### src/hw/rtl/cron_next_match_search_macros.svh
// Assertion macros for the cron search RTL.
// Depends on nothing; included by modules that carry assertions.
`ifndef CRON_NEXT_MATCH_SEARCH_MACROS_SVH
`define CRON_NEXT_MATCH_SEARCH_MACROS_SVH

// Same-cycle implication, disabled while reset is asserted.
`define CNMS_ASSERT_IMPL(lbl, clk, rst_n, ante, cons) \
    lbl: assert property (@(posedge clk) disable iff (!(rst_n)) (ante) |-> (cons)) \
        else $error("assertion failed");

// Next-cycle implication, disabled while reset is asserted.
`define CNMS_ASSERT_NEXT(lbl, clk, rst_n, ante, cons) \
    lbl: assert property (@(posedge clk) disable iff (!(rst_n)) (ante) |=> (cons)) \
        else $error("assertion failed");

`endif

### src/hw/rtl/cnms_pkg.sv
// Types, constants and calendar helpers for the cron next-match search.
// Used by cnms_ctrl, cnms_dp and cron_next_match_search.
`timescale 1ns / 1ps

package cnms_pkg;

    localparam int SEARCH_YEARS = 400;
    localparam int CNT_W        = $clog2(SEARCH_YEARS + 1);
    localparam int YS_MAX       = 32768 - SEARCH_YEARS;

    localparam logic [1:0] ST_FOUND = 2'd0;
    localparam logic [1:0] ST_NONE  = 2'd1;
    localparam logic [1:0] ST_RANGE = 2'd2;

    localparam logic [2:0] REG_MINUTE  = 3'd0;
    localparam logic [2:0] REG_HOUR    = 3'd1;
    localparam logic [2:0] REG_DAY     = 3'd2;
    localparam logic [2:0] REG_MONTH   = 3'd3;
    localparam logic [2:0] REG_WEEKDAY = 3'd4;

    // floor(x/100) = (x*RECIP100)>>23, x < 91199; floor(x/7) = (x*RECIP7)>>20, x < 2^17
    localparam logic [16:0] RECIP100 = 17'd83887;
    localparam logic [17:0] RECIP7   = 18'd149797;

    typedef struct packed {
        logic load;
        logic init;
        logic scan;
    } t_cmd;

    typedef struct packed {
        logic early;
        logic hit;
        logic exhausted;
    } t_status;

    function automatic logic [2:0] wd_offset(input logic [3:0] m);
        logic [2:0] r;
        case (m)
            4'd2:    r = 3'd3;
            4'd3:    r = 3'd2;
            4'd4:    r = 3'd5;
            4'd6:    r = 3'd3;
            4'd7:    r = 3'd5;
            4'd8:    r = 3'd1;
            4'd9:    r = 3'd4;
            4'd10:   r = 3'd6;
            4'd11:   r = 3'd2;
            4'd12:   r = 3'd4;
            default: r = 3'd0;
        endcase
        return r;
    endfunction

    function automatic logic [4:0] month_len(input logic [3:0] m, input logic leap);
        logic [4:0] r;
        case (m)
            4'd2:    r = leap ? 5'd29 : 5'd28;
            4'd4, 4'd6, 4'd9, 4'd11: r = 5'd30;
            default: r = 5'd31;
        endcase
        return r;
    endfunction

    function automatic logic [5:0] lowest_bit(input logic [63:0] v);
        logic [5:0] r;
        r = '0;
        for (int i = 63; i >= 0; i--) begin
            if (v[i]) r = 6'(i);
        end
        return r;
    endfunction

endpackage

### src/hw/rtl/cnms_dp.sv
// Datapath of the cron search: start-date set-up pipeline, day walker, result registers.
// Depends on cnms_pkg; driven by cnms_ctrl.
`timescale 1ns / 1ps

module cnms_dp import cnms_pkg::*; (
    input  logic               i_clk,
    input  t_cmd               i_cmd,
    output t_status            o_status,
    input  logic [59:0]        i_minute_mask,
    input  logic [23:0]        i_hour_mask,
    input  logic [30:0]        i_day_mask,
    input  logic [11:0]        i_month_mask,
    input  logic [6:0]         i_weekday_mask,
    input  logic signed [15:0] i_from_year,
    input  logic [3:0]         i_from_month,
    input  logic [4:0]         i_from_day,
    input  logic [4:0]         i_from_hour,
    input  logic [5:0]         i_from_minute,
    output logic [1:0]         o_status_code,
    output logic signed [15:0] o_next_year,
    output logic [3:0]         o_next_month,
    output logic [4:0]         o_next_day,
    output logic [4:0]         o_next_hour,
    output logic [5:0]         o_next_minute
);

    // captured request
    logic signed [15:0] r_ys;
    logic [3:0]  r_lm;
    logic [4:0]  r_ld, r_lh;
    logic [5:0]  r_lmi;

    // stage 1
    logic [15:0] r_y0;
    logic [3:0]  r_m0;
    logic [CNT_W-1:0] r_cnt0;
    logic [16:0] r_s0, r_sa;
    logic [33:0] r_p0, r_pa;
    // stage 2
    logic [16:0] r_sum;
    logic [6:0]  r_r100_0;
    logic [8:0]  r_r400_0;
    logic        r_early;
    logic [1:0]  r_early_code;
    logic        r_bnd_ok;
    logic [4:0]  r_bnd_h, r_fh;
    logic [5:0]  r_bnd_m, r_fm;
    // stage 3
    logic [34:0] r_p7;
    // walker
    logic signed [15:0] r_y;
    logic [3:0]  r_m;
    logic [4:0]  r_d;
    logic [2:0]  r_wd;
    logic [CNT_W-1:0] r_cnt;
    logic [6:0]  r_r100;
    logic [8:0]  r_r400;
    logic        r_first;
    // result
    logic [1:0]  r_code;
    logic [15:0] r_ny;
    logic [3:0]  r_nm;
    logic [4:0]  r_nd, r_nh;
    logic [5:0]  r_nmi;

    // stage 1 logic
    logic [15:0] n_y0;
    logic [3:0]  n_m0;
    logic [16:0] n_s0, n_sa;
    always_comb begin
        n_y0 = (r_lm > 4'd12) ? 16'(r_ys + 16'sd1) : r_ys;
        n_m0 = (r_lm == 4'd0 || r_lm > 4'd12) ? 4'd1 : r_lm;
        n_s0 = 17'({n_y0[15], n_y0} + 17'd40000);
        n_sa = (n_m0 < 4'd3) ? 17'(n_s0 - 17'd1) : n_s0;
    end

    // stage 2 logic
    logic [10:0] qa, q0;
    logic [16:0] n_sum;
    logic [6:0]  n_r100;
    logic        ys_low, ys_high, ys_top, n_early;
    logic [59:0] above;
    logic [23:0] hgt;
    logic        heq, m_ok, h_eq_ok;
    logic [5:0]  bm, fm;
    logic [4:0]  fh, hg;
    always_comb begin
        qa    = r_pa[33:23];
        q0    = r_p0[33:23];
        n_sum = 17'(r_sa + (r_sa >> 2) - 17'(qa) + 17'(qa >> 2)
                    + 17'(wd_offset(r_m0)) + 17'd1);
        n_r100 = 7'(r_s0 - 17'(q0 * 11'd100));
        ys_low  = (r_ys == 16'sh8000);
        ys_high = (r_ys > 16'(YS_MAX));
        ys_top  = (r_ys == 16'sh7fff) && ((r_lm > 4'd12) || (r_lm == 4'd12
                  && r_ld == 5'd31 && (r_lh > 5'd23 || (r_lh == 5'd23 && r_lmi >= 6'd59))));
        n_early = ys_low || ys_high || ys_top || (i_minute_mask == '0) || (i_hour_mask == '0);
        for (int i = 0; i < 60; i++) begin
            above[i] = i_minute_mask[i] && (6'(i) > r_lmi);
        end
        heq = 1'b0;
        for (int i = 0; i < 24; i++) begin
            hgt[i] = i_hour_mask[i] && (5'(i) > r_lh);
            if (i_hour_mask[i] && (5'(i) == r_lh)) heq = 1'b1;
        end
        m_ok    = (r_lmi < 6'd59) && (above != '0);
        h_eq_ok = heq && m_ok;
        bm = lowest_bit({4'd0, above});
        fm = lowest_bit({4'd0, i_minute_mask});
        fh = 5'(lowest_bit({40'd0, i_hour_mask}));
        hg = 5'(lowest_bit({40'd0, hgt}));
    end

    // walker logic
    logic        leap, mbit, bound_day, hit;
    logic [4:0]  dim;
    logic [2:0]  wd_inc, wd_skip;
    logic [3:0]  wd_sum;
    always_comb begin
        leap      = (r_y[1:0] == 2'd0 && r_r100 != 7'd0) || (r_r400 == 9'd0);
        dim       = month_len(r_m, leap);
        mbit      = i_month_mask[r_m - 4'd1];
        bound_day = r_first && (r_m == r_lm) && (r_d == r_ld);
        hit = mbit && i_day_mask[r_d - 5'd1] && i_weekday_mask[r_wd]
              && !(r_first && r_m == r_lm && r_d < r_ld)
              && !(bound_day && !r_bnd_ok);
        wd_inc  = (r_wd == 3'd6) ? 3'd0 : 3'(r_wd + 3'd1);
        wd_sum  = 4'(r_wd) + 4'(dim - 5'd28);
        wd_skip = (wd_sum >= 4'd7) ? 3'(wd_sum - 4'd7) : 3'(wd_sum);
    end

    assign o_status.early     = r_early;
    assign o_status.exhausted = (r_cnt == CNT_W'(SEARCH_YEARS));
    assign o_status.hit       = hit;

    always_ff @(posedge i_clk) begin
        if (i_cmd.load) begin
            r_ys  <= i_from_year;
            r_lm  <= i_from_month;
            r_ld  <= i_from_day;
            r_lh  <= i_from_hour;
            r_lmi <= i_from_minute;
        end
        // set-up pipeline runs freely off the held request
        r_y0   <= n_y0;
        r_m0   <= n_m0;
        r_cnt0 <= (r_lm > 4'd12) ? CNT_W'(1) : '0;
        r_s0   <= n_s0;
        r_sa   <= n_sa;
        r_p0   <= n_s0 * RECIP100;
        r_pa   <= n_sa * RECIP100;

        r_sum        <= n_sum;
        r_r100_0     <= n_r100;
        r_r400_0     <= 9'(n_r100) + 9'(q0[1:0] * 9'd100);
        r_early      <= n_early;
        r_early_code <= (ys_low || ys_high || ys_top) ? ST_RANGE : ST_NONE;
        r_bnd_ok     <= h_eq_ok || (hgt != '0);
        r_bnd_h      <= h_eq_ok ? r_lh : hg;
        r_bnd_m      <= h_eq_ok ? bm : fm;
        r_fh         <= fh;
        r_fm         <= fm;

        r_p7 <= r_sum * RECIP7;

        if (i_cmd.init) begin
            r_y     <= r_y0;
            r_m     <= r_m0;
            r_d     <= 5'd1;
            r_wd    <= 3'(r_sum - 17'(r_p7[34:20] * 15'd7));
            r_cnt   <= r_cnt0;
            r_first <= (r_cnt0 == '0);
            r_r100  <= r_r100_0;
            r_r400  <= r_r400_0;
            if (r_early) begin
                r_code <= r_early_code;
                r_ny <= '0; r_nm <= '0; r_nd <= '0; r_nh <= '0; r_nmi <= '0;
            end
        end else if (i_cmd.scan) begin
            if (o_status.exhausted) begin
                r_code <= ST_NONE;
                r_ny <= '0; r_nm <= '0; r_nd <= '0; r_nh <= '0; r_nmi <= '0;
            end else if (hit) begin
                r_code <= ST_FOUND;
                r_ny   <= r_y;
                r_nm   <= r_m;
                r_nd   <= r_d;
                r_nh   <= bound_day ? r_bnd_h : r_fh;
                r_nmi  <= bound_day ? r_bnd_m : r_fm;
            end else begin
                // drop a whole month in one step when its bit is clear
                if (!mbit || r_d == dim) begin
                    r_wd <= mbit ? wd_inc : wd_skip;
                    r_d  <= 5'd1;
                    if (r_m == 4'd12) begin
                        r_m     <= 4'd1;
                        r_y     <= 16'(r_y + 16'sd1);
                        r_cnt   <= CNT_W'(r_cnt + 1'b1);
                        r_first <= 1'b0;
                        r_r100  <= (r_r100 == 7'd99)  ? 7'd0 : 7'(r_r100 + 7'd1);
                        r_r400  <= (r_r400 == 9'd399) ? 9'd0 : 9'(r_r400 + 9'd1);
                    end else begin
                        r_m <= 4'(r_m + 4'd1);
                    end
                end else begin
                    r_wd <= wd_inc;
                    r_d  <= 5'(r_d + 5'd1);
                end
            end
        end
    end

    assign o_status_code = r_code;
    assign o_next_year   = r_ny;
    assign o_next_month  = r_nm;
    assign o_next_day    = r_nd;
    assign o_next_hour   = r_nh;
    assign o_next_minute = r_nmi;

endmodule

### src/hw/rtl/cnms_ctrl.sv
// Controller of the cron search: sequences set-up, the day walk and result hand-off.
// Depends on cnms_pkg and the assertion macro header.
`timescale 1ns / 1ps
`include "cron_next_match_search_macros.svh"

module cnms_ctrl import cnms_pkg::*; (
    input  logic    i_clk,
    input  logic    i_rst_n,
    input  logic    i_in_valid,
    output logic    o_in_stall,
    output logic    o_out_valid,
    input  logic    i_out_stall,
    output t_cmd    o_cmd,
    input  t_status i_status
);

    typedef enum logic [2:0] {
        S_IDLE, S_P1, S_P2, S_P3, S_P4, S_SCAN, S_DONE
    } t_state;

    t_state r_state, n_state;
    logic   r_out_valid, n_out_valid;

    always_comb begin
        n_state     = r_state;
        n_out_valid = r_out_valid;
        o_cmd       = '0;
        unique case (r_state)
            S_IDLE: begin
                o_cmd.load = i_in_valid;
                if (i_in_valid) n_state = S_P1;
            end
            S_P1: n_state = S_P2;
            S_P2: n_state = S_P3;
            S_P3: n_state = S_P4;
            S_P4: begin
                o_cmd.init = 1'b1;
                if (i_status.early) begin
                    n_state     = S_DONE;
                    n_out_valid = 1'b1;
                end else begin
                    n_state = S_SCAN;
                end
            end
            S_SCAN: begin
                o_cmd.scan = 1'b1;
                if (i_status.hit || i_status.exhausted) begin
                    n_state     = S_DONE;
                    n_out_valid = 1'b1;
                end
            end
            S_DONE: begin
                if (!i_out_stall) begin
                    n_state     = S_IDLE;
                    n_out_valid = 1'b0;
                end
            end
            default: n_state = S_IDLE;
        endcase
    end

    always_ff @(posedge i_clk) begin
        if (!i_rst_n) begin
            r_state     <= S_IDLE;
            r_out_valid <= 1'b0;
        end else begin
            r_state     <= n_state;
            r_out_valid <= n_out_valid;
        end
    end

    assign o_in_stall  = (r_state != S_IDLE);
    assign o_out_valid = r_out_valid;

    `CNMS_ASSERT_IMPL(a_one_at_a_time, i_clk, i_rst_n, r_out_valid, o_in_stall)
    `CNMS_ASSERT_IMPL(a_valid_in_done, i_clk, i_rst_n, r_out_valid, r_state == S_DONE)
    `CNMS_ASSERT_NEXT(a_result_hold, i_clk, i_rst_n, r_out_valid && i_out_stall, r_out_valid)

endmodule

### src/hw/rtl/cron_next_match_search.sv
// Top level of the cron next-match search: APB register file, controller, datapath.
// Depends on cnms_pkg, cnms_ctrl and cnms_dp.
//
//  channel  | handshake               | payload
//  ---------+-------------------------+---------------------------------------------
//  request  | i_in_valid / o_in_stall | i_from_year/month/day/hour/minute
//  result   | o_out_valid/i_out_stall | o_status, o_next_year/month/day/hour/minute
//  config   | psel/penable/pready     | paddr, pwdata, prdata (64-bit, 8-byte stride)
//
// One request at a time: set-up through states S_P1 to S_P4, then one cycle per calendar day
// walked by the day walker in the datapath, a month whose bit is clear being skipped as a whole;
// the result then waits for i_out_stall low.
// Reset is synchronous and active low; the masks come out of reset all ones.
`timescale 1ns / 1ps

module cron_next_match_search import cnms_pkg::*; (
    input  logic               i_clk,
    input  logic               i_rst_n,
    input  logic               psel,
    input  logic               penable,
    input  logic               pwrite,
    input  logic [5:0]         paddr,
    input  logic [63:0]        pwdata,
    output logic [63:0]        prdata,
    output logic               pready,
    input  logic               i_in_valid,
    output logic               o_in_stall,
    input  logic signed [15:0] i_from_year,
    input  logic [3:0]         i_from_month,
    input  logic [4:0]         i_from_day,
    input  logic [4:0]         i_from_hour,
    input  logic [5:0]         i_from_minute,
    output logic               o_out_valid,
    input  logic               i_out_stall,
    output logic [1:0]         o_status,
    output logic signed [15:0] o_next_year,
    output logic [3:0]         o_next_month,
    output logic [4:0]         o_next_day,
    output logic [4:0]         o_next_hour,
    output logic [5:0]         o_next_minute
);

    logic [59:0] r_minute_mask;
    logic [23:0] r_hour_mask;
    logic [30:0] r_day_mask;
    logic [11:0] r_month_mask;
    logic [6:0]  r_weekday_mask;
    logic        wr_en;
    t_cmd        cmd;
    t_status     status;

    assign pready = 1'b1;
    assign wr_en  = psel && penable && pwrite;

    always_ff @(posedge i_clk) begin
        if (!i_rst_n) begin
            r_minute_mask  <= '1;
            r_hour_mask    <= '1;
            r_day_mask     <= '1;
            r_month_mask   <= '1;
            r_weekday_mask <= '1;
        end else if (wr_en) begin
            unique case (paddr[5:3])
                REG_MINUTE:  r_minute_mask  <= pwdata[59:0];
                REG_HOUR:    r_hour_mask    <= pwdata[23:0];
                REG_DAY:     r_day_mask     <= pwdata[30:0];
                REG_MONTH:   r_month_mask   <= pwdata[11:0];
                REG_WEEKDAY: r_weekday_mask <= pwdata[6:0];
                default: ;
            endcase
        end
    end

    always_comb begin
        unique case (paddr[5:3])
            REG_MINUTE:  prdata = 64'(r_minute_mask);
            REG_HOUR:    prdata = 64'(r_hour_mask);
            REG_DAY:     prdata = 64'(r_day_mask);
            REG_MONTH:   prdata = 64'(r_month_mask);
            REG_WEEKDAY: prdata = 64'(r_weekday_mask);
            default:     prdata = '0;
        endcase
    end

    cnms_ctrl u_ctrl (
        .i_clk       (i_clk),
        .i_rst_n     (i_rst_n),
        .i_in_valid  (i_in_valid),
        .o_in_stall  (o_in_stall),
        .o_out_valid (o_out_valid),
        .i_out_stall (i_out_stall),
        .o_cmd       (cmd),
        .i_status    (status)
    );

    cnms_dp u_dp (
        .i_clk          (i_clk),
        .i_cmd          (cmd),
        .o_status       (status),
        .i_minute_mask  (r_minute_mask),
        .i_hour_mask    (r_hour_mask),
        .i_day_mask     (r_day_mask),
        .i_month_mask   (r_month_mask),
        .i_weekday_mask (r_weekday_mask),
        .i_from_year    (i_from_year),
        .i_from_month   (i_from_month),
        .i_from_day     (i_from_day),
        .i_from_hour    (i_from_hour),
        .i_from_minute  (i_from_minute),
        .o_status_code  (o_status),
        .o_next_year    (o_next_year),
        .o_next_month   (o_next_month),
        .o_next_day     (o_next_day),
        .o_next_hour    (o_next_hour),
        .o_next_minute  (o_next_minute)
    );

endmodule
### config.mk
export PLATFORM = sky130hd
export DESIGN_NAME = cron_next_match_search
export DESIGN_NICKNAME = d
export VERILOG_FILES = /design/src/hw/rtl/cnms_pkg.sv /design/src/hw/rtl/cnms_dp.sv /design/src/hw/rtl/cnms_ctrl.sv /design/src/hw/rtl/cron_next_match_search.sv
export VERILOG_INCLUDE_DIRS = /design/src /design/src/hw/rtl
export SDC_FILE = /design/constraint.sdc
export NUM_CORES = 2
export LEC_CHECK = 0
export BUFFER_PORTS_ARGS = -buffer_cell sky130_fd_sc_hd__buf_4
export CAP_MARGIN = 30
export CORE_MARGIN = 4
export CORE_UTILIZATION = 40
export DETAILED_ROUTE_END_ITERATION = 10
export PLACE_DENSITY = 0.66
export SKIP_LAST_GASP = 1
export SLEW_MARGIN = 20
export SYNTH_ARGS = -nofsm -noshare
export SYNTH_HDL_FRONTEND = slang
export SYNTH_SLANG_ARGS = --single-unit
### constraint.sdc
create_clock -name i_clk -period 8.8 [get_ports i_clk]
set_clock_uncertainty 0.05 [all_clocks]
set_input_delay 0 -clock i_clk [delete_from_list [all_inputs] [get_ports i_clk]]
set_output_delay 0 -clock i_clk [all_outputs]
set_load 0.1 [all_outputs]
* Yosys cells after proc, flatten, opt, wreduce, memory -nomap -nowiden
Memory sizes are Yosys's and may differ from the RTL's. A register that Yosys moved wholly into a read port is not among the register bits.
Index checks and enable logic that the tools add are counted.
** Word-level totals
- Bits in registers :: 481
- ROM bits :: 48
- Input port bits :: 113
- Memories kept :: 1
** Memory list
- (name not given) :: words 16, width 3, rd ports 1, clocked after memory_dff 1, wr ports 0, RTL line cnms_pkg.sv:39 : case (m)
** Operators by class
- $add $sub $neg :: 23
- $mul :: 6
- $lt $le $gt $ge :: 95
- Eq/ne operators :: 58
- Muxes and demuxes :: 297
- Bitwise logic cells :: 2
- Reductions and logical operators :: 175
** Operators with widths (number)
- $mux W6 :: 127
- $pmux W60 S5 :: 1
- $mux W5 :: 44
- $mux W16 :: 12
- $gt A6 B6 Y1 const A :: 28
- $logic_and A1 B1 Y1 :: 125
- $mux W9 :: 13
- $gt A5 B6 Y1 const A :: 16
- $mux W4 :: 20
- $mul A17 B17 Y34 const B :: 2
- $logic_not A60 Y1 :: 1
- $reduce_bool A60 Y1 :: 1
- $mux W7 :: 7
- $gt A4 B6 Y1 const A :: 8
- $mux W3 :: 15
- $mux W1 :: 42
- $eq A4 B5 Y1 const A :: 8
- $eq A5 B5 Y1 const A :: 8
- $gt A4 B5 Y1 const A :: 8
- $gt A5 B5 Y1 const A :: 8
- $mul A17 B18 Y35 const B :: 1
- $add A16 B2 Y16 const B :: 2
- $eq A16 B16 Y1 const B :: 2
- $gt A3 B6 Y1 const A :: 4
- 84 further kinds :: 153

* Longest topological paths before layout
- Depth after elaboration :: 63
- Gate-level depth with buffers :: 34
- Gate-level depth less buffers :: 33

* Hierarchy
From an unflattened synthesis, not the netlist that was laid out.
** Second synthesis, totals
- Cells, all modules :: 3719
- Area total of the unflattened synthesis :: 35431.5 um^2
** By module, submodules not included
- cnms_dp :: instances 1, cells an instance 2986, area an instance 29041.6 um^2, sequential area each 6155.9 um^2
- cron_next_match_search :: instances 1, cells an instance 697, area an instance 6090.8 um^2, sequential area each 2682.6 um^2
- cnms_ctrl :: instances 1, cells an instance 36, area an instance 299.0 um^2, sequential area each 80.1 um^2

* Least setup slack after synthesis
No wires, ideal clock.
- Path kind :: register -> register
- Start :: reg u_dp.r_lm[1]
- End :: reg u_dp.r_pa[33]
- Library setup time :: 0.120 ns
- Arrival time :: 9.165 ns
- Data required time :: 8.630 ns
- Slack :: -0.535 ns
- Stages on the path, launching flop included :: 32
- Path buffers :: 0
- Cell sequence :: edfxtp_1 > o2111a_1 > nand4_1 > xor2_1 > inv_1 > ha_1 > xnor2_1 > ha_1 > inv_1 > o21ai_0 > a21oi_1 > xnor2_1 > inv_1 > fa_1 > inv_1 > ha_1 > fa_1 > inv_1 > fa_1 > inv_1 > fa_1 > fa_1 > ha_1 > a21o_1 > a211oi_1 > nand4b_1 > o311ai_0 > a311oi_1 > a211oi_1 > o21bai_1 > a21oi_1 > xnor2_1
** On the way
- Word-level cells in the longest chain between the ends :: 6
** Ends and longest elaborated chain
- start, declared :: RTL line cnms_dp.sv:29 : logic [3:0] r_lm;
- start signal, assigned :: RTL line cnms_dp.sv:139 : r_lm <= i_from_month;
- $gt A4 B4 Y1 :: RTL line cnms_dp.sv:71 : n_y0 = (r_lm > 4'd12) ? 16'(r_ys + 16'sd1) : r_ys;
- $mux W16 :: RTL line cnms_dp.sv:71
- $add A17 B16 Y17 :: RTL line cnms_dp.sv:73 : n_s0 = 17'({n_y0[15], n_y0} + 17'd40000);
- net u_dp.n_s0[6] :: RTL line cnms_dp.sv:69 : logic [16:0] n_s0, n_sa;
- $sub A17 B1 Y17 :: RTL line cnms_dp.sv:74 : n_sa = (n_m0 < 4'd3) ? 17'(n_s0 - 17'd1) : n_s0;
- $mux W17 :: RTL line cnms_dp.sv:74
- net u_dp.n_sa[11] :: RTL line cnms_dp.sv:69
- $mul A17 B17 Y34 :: RTL line cnms_dp.sv:151 : r_pa <= n_sa * RECIP100;
- end signal, assigned :: RTL line cnms_dp.sv:151
- end, declared :: RTL line cnms_dp.sv:38 : logic [33:0] r_p0, r_pa;
The timed path passes the listed nets, and every way through them passes these cells.
A chain may end at the register's enable or synchronous reset.

* Worst setup path after layout
- Start :: reg u_dp.r_ys[2]
- End :: reg u_dp.r_pa[33]
** On the way
- Word-level cells in the longest chain between the ends :: 6
** Ends and longest elaborated chain
- start, declared :: RTL line cnms_dp.sv:28 : logic signed [15:0] r_ys;
- start signal, assigned :: RTL line cnms_dp.sv:138 : r_ys <= i_from_year;
- $add A16 B2 Y16 :: RTL line cnms_dp.sv:71
- $mux W16 * :: RTL line cnms_dp.sv:71
- $add A17 B16 Y17 * :: RTL line cnms_dp.sv:73
- net u_dp.n_s0[6] :: RTL line cnms_dp.sv:69
- $sub A17 B1 Y17 * :: RTL line cnms_dp.sv:74
- $mux W17 * :: RTL line cnms_dp.sv:74
- net u_dp.n_sa[16] :: RTL line cnms_dp.sv:69
- $mul A17 B17 Y34 * :: RTL line cnms_dp.sv:151
The timed path passes the listed nets; every way through them passes the cells marked *.

==> qor.csv <==
metric;value;unit
run status;finished clean;
crit path kind;reg2reg;
Num CTS Buffers;46;
worst-margin pin slew;0.951;ns
count of final setup violators;0;
adder-cell area share of the yosys netlist;0.341;
overall routed net length;98300;um
Primary FF master, synth;dfxtp_1;
Min-Delay Path Class;in2reg;
Detailed Routing Iterations Pass 1;5;
area share of and/or/nand/nor cells after synthesis;0.146;
Worst R2R End;u_dp.r_pa[33];
final-layout setup total negative slack;0;ns
R2R Path Start;u_dp.r_ys[2];
number of vias after detailed routing;27715;
sequential area share after synthesis;0.258;
share of the core filled with cells;0.474;
largest cells by area after synthesis;fa_1 (18%), ha_1 (16%), dfxtp_1 (15%);
buffer depth of the longest clock path;3;
Die Outline Area;91200;um^2
complex-gate fraction of the synthesized area;0.108;
number of maximum-capacitance violations;0;
remaining global-route overflow;0;
number of enable-type register cells in the synthesized netlist;123;
final instance area;40500;um^2
number of rows created at floorplan;107;
share of synthesized area spent on multiplexers;0.0272;
Setup Fix Bufs, Post-CTS;0;
Placed Area;37600;um^2
number of levels in the clock H-tree;2;
share of final-layout standard cells stronger than drive strength 1;0.110;
start point of the worst hold path;i_from_hour[1];
total core area;85400;um^2
clk root buf;clkbuf_16;
number of placed instances, taps included;5025;
cell type with the highest occurrence count on the critical path;fa_1;
max-slew violation count;0;
Max Fclk;120;MHz
non-filler instance count after layout;5230;
total of flip-flops plus latches after synthesis;384;
CP max FO;9;
most repeated cell in the gate-level netlist after synthesis;inv_1;
number of different library cells in the post-synthesis netlist;91;
average via count per standard cell;5.30;
mean cell area of the mapped netlist;9.24;um^2
final hold violation count;0;
number of nets still failing antenna checks after routing;0;
IO Pins;218;
worst path bufs/invs;4;
setup slack of the most critical reg-to-reg path;0.49;ns
clock tree sinks;384;
half-perimeter wire length after detailed placement;76600;um
antenna violations before repair;5;
depth of the most critical reg-to-reg path;31;
buffers added on ports;205;
Layout Nets;4914;
WP depth;31;
family with the most delay on the worst path;adder cells;
width of the chip;302;um
gp weighted congestion;0.946;
Tmin final;8.31;ns
worst path arrival time;8.79;ns
Initial Utilization;0.405;
endpoint with the worst hold slack;u_dp.r_lh[1];
asr flop ratio synth;0;
clock tree from TritonCTS;built;
maximum number of pins on one net before global-route repair;87;
critical path endpoint category;register;
largest stage delay on the critical path;0.57;ns
Synth Cell Area;34600;um^2
startpoint kind of the worst setup timing path;register;
number of warnings printed during yosys synthesis;0;
Yosys top cell by area;fa_1;
count of routing violations after the opening detailed-route iteration;2081;
XOR/XNOR share of the synthesized area;0.0382;
number of global-route vias before repair;28022;
average wire length per cell after detail routing;18.8;um
post-route DRC violation count;0;
area added between synthesis and finish;17.2;%
global-route wire length before repair;157000;um
hold-critical path depth;2;
Rel. slew slack;0.366;
Worst EP required;9.27;ns
Tot GR Track Use;0.216;
largest family of logic cells by synthesized area;adder cells;
leading cell types by count after synthesis;inv_1 (575), ha_1 (448), nand2_1 (421);
Die H;302;um
Gate Count Post-Synth;3741;
Critical Path Slowest Stage Cell;fa_1;
Yosys top cell area share;0.179;
latest clock arrival within the worst-skew pair;0.62;ns
clk slew on worst S/H paths;0.06;ns
portion of the clock cycle consumed by the worst path in the final layout;0.945;
## repair_timing
| action | CTS | global route |
|---|---|---|
| gates resized for setup | 0 | 20 |
| hold buffers | 115 | 0 |
| hold endpoints to repair | 174 | 0 |
| setup endpoints to repair | 0 | 6 |
## area by class of cell
class,instances,area [um^2]
fill,8054,44900
multi-input combinational,2639,23100
sequential,384,8920
timing repair buffer,397,3280
inverter,576,2160
tap,1144,1430
clock buffer,57,1300
clock inverter,29,300
antenna,4,10.0
## how the worst max path moves through the flow
stage	startpoint	endpoint	slack, ns
after floorplan	u_dp.r_lm[1]	u_dp.r_pa[33]	0.005
after global placement	u_dp.r_ys[2]	u_dp.r_pa[33]	0.23
after detailed placement	u_dp.r_ys[2]	u_dp.r_pa[33]	0.11
after CTS	u_dp.r_ys[2]	u_dp.r_pa[33]	0.05
after global routing	u_dp.r_ys[2]	u_dp.r_pa[33]	-0.06
final	u_dp.r_ys[2]	u_dp.r_pa[33]	0.49
## sequential cells by signal, indices dropped and copies added (netlist names), 6 cells and up, named ones only
name                count
r_hour_mask            24
u_dp.o_next_year       16
u_dp.r_r100_0           7
r_weekday_mask          7
u_dp.r_cnt              9
u_dp.r_r400_0           7
u_dp.r_y0              16
u_dp.r_r400             9
u_dp.r_pa              11
u_dp.r_fm               6
u_dp.r_sum             17
u_dp.r_lmi              6
u_dp.o_next_minute      6
u_dp.r_r100             7
r_month_mask           12
u_dp.r_bnd_m            6
u_dp.r_y               16
r_day_mask             31
u_dp.r_ys              16
r_minute_mask          60
u_dp.r_sa              17
## metal layers
metal | share of wire | up-vias | track usage
met1 | 0.44 | 13444 | 0.301
met5 | 0 | - | 0
met4 | 0.024 | 0 | 0.0561
li1 | - | 13162 | -
met3 | 0.072 | 142 | 0.0306
met2 | 0.47 | 967 | 0.356
## kinds of logic after synthesis
logic type | Yosys count
xor+xnor | 149
flops | 384
mux | 71
simple gates | 1090
buf+inv | 721
compound gates | 567
other cells | 2
fa+ha+maj | 757
## worst reg2reg max path: cells and delay by family, from the launching register on
family / cells / cell delay, ns
compound gates: 9 / 2.07
flops: 1 / 0.40
simple gates: 6 / 1.12
buf+inv: 4 / 0.48
xor+xnor: 4 / 0.77
fa+ha+maj: 8 / 3.37
## stage by stage
| stage | worst slack (ns) | hold WS [ns] |
|---|---|---|
| after global routing | -0.0624 | 0.0472 |
| after global placement | 0.226 | 0.129 |
| after detailed placement | 0.108 | 0.129 |
| after floorplan | 0.00540 | 0.0489 |
| after CTS | 0.0546 | 0.0255 |
| final | 0.486 | 0.0524 |
## cells in the final DEF (no fill, tap or decap), drive strengths merged, types with 10 or more instances in the layout
cell,n
inv,579
ha,448
nand2,424
fa,309
buf,282
dfxtp,261
nor2,199
nand3,192
o21ai,147
edfxtp,123
a21oi,117
dlygate4sd3,115
xnor2,98
clkbuf,57
and3,51
xor2,51
and2,49
mux2i,40
nor3,39
a21o,31
o211ai,30
nor2b,29
a31oi,26
a22oi,25
nor4,24
o31ai,22
o21a,21
nand2b,21
clkinv,20
nand4,19
mux4,17
o22ai,16
a21boi,16
mux2,14
a211oi,13
o21bai,11
a2111oi,10
Power is not shown: default switching activity piles up to over one toggle a cycle in this logic, so the estimate is an artifact.
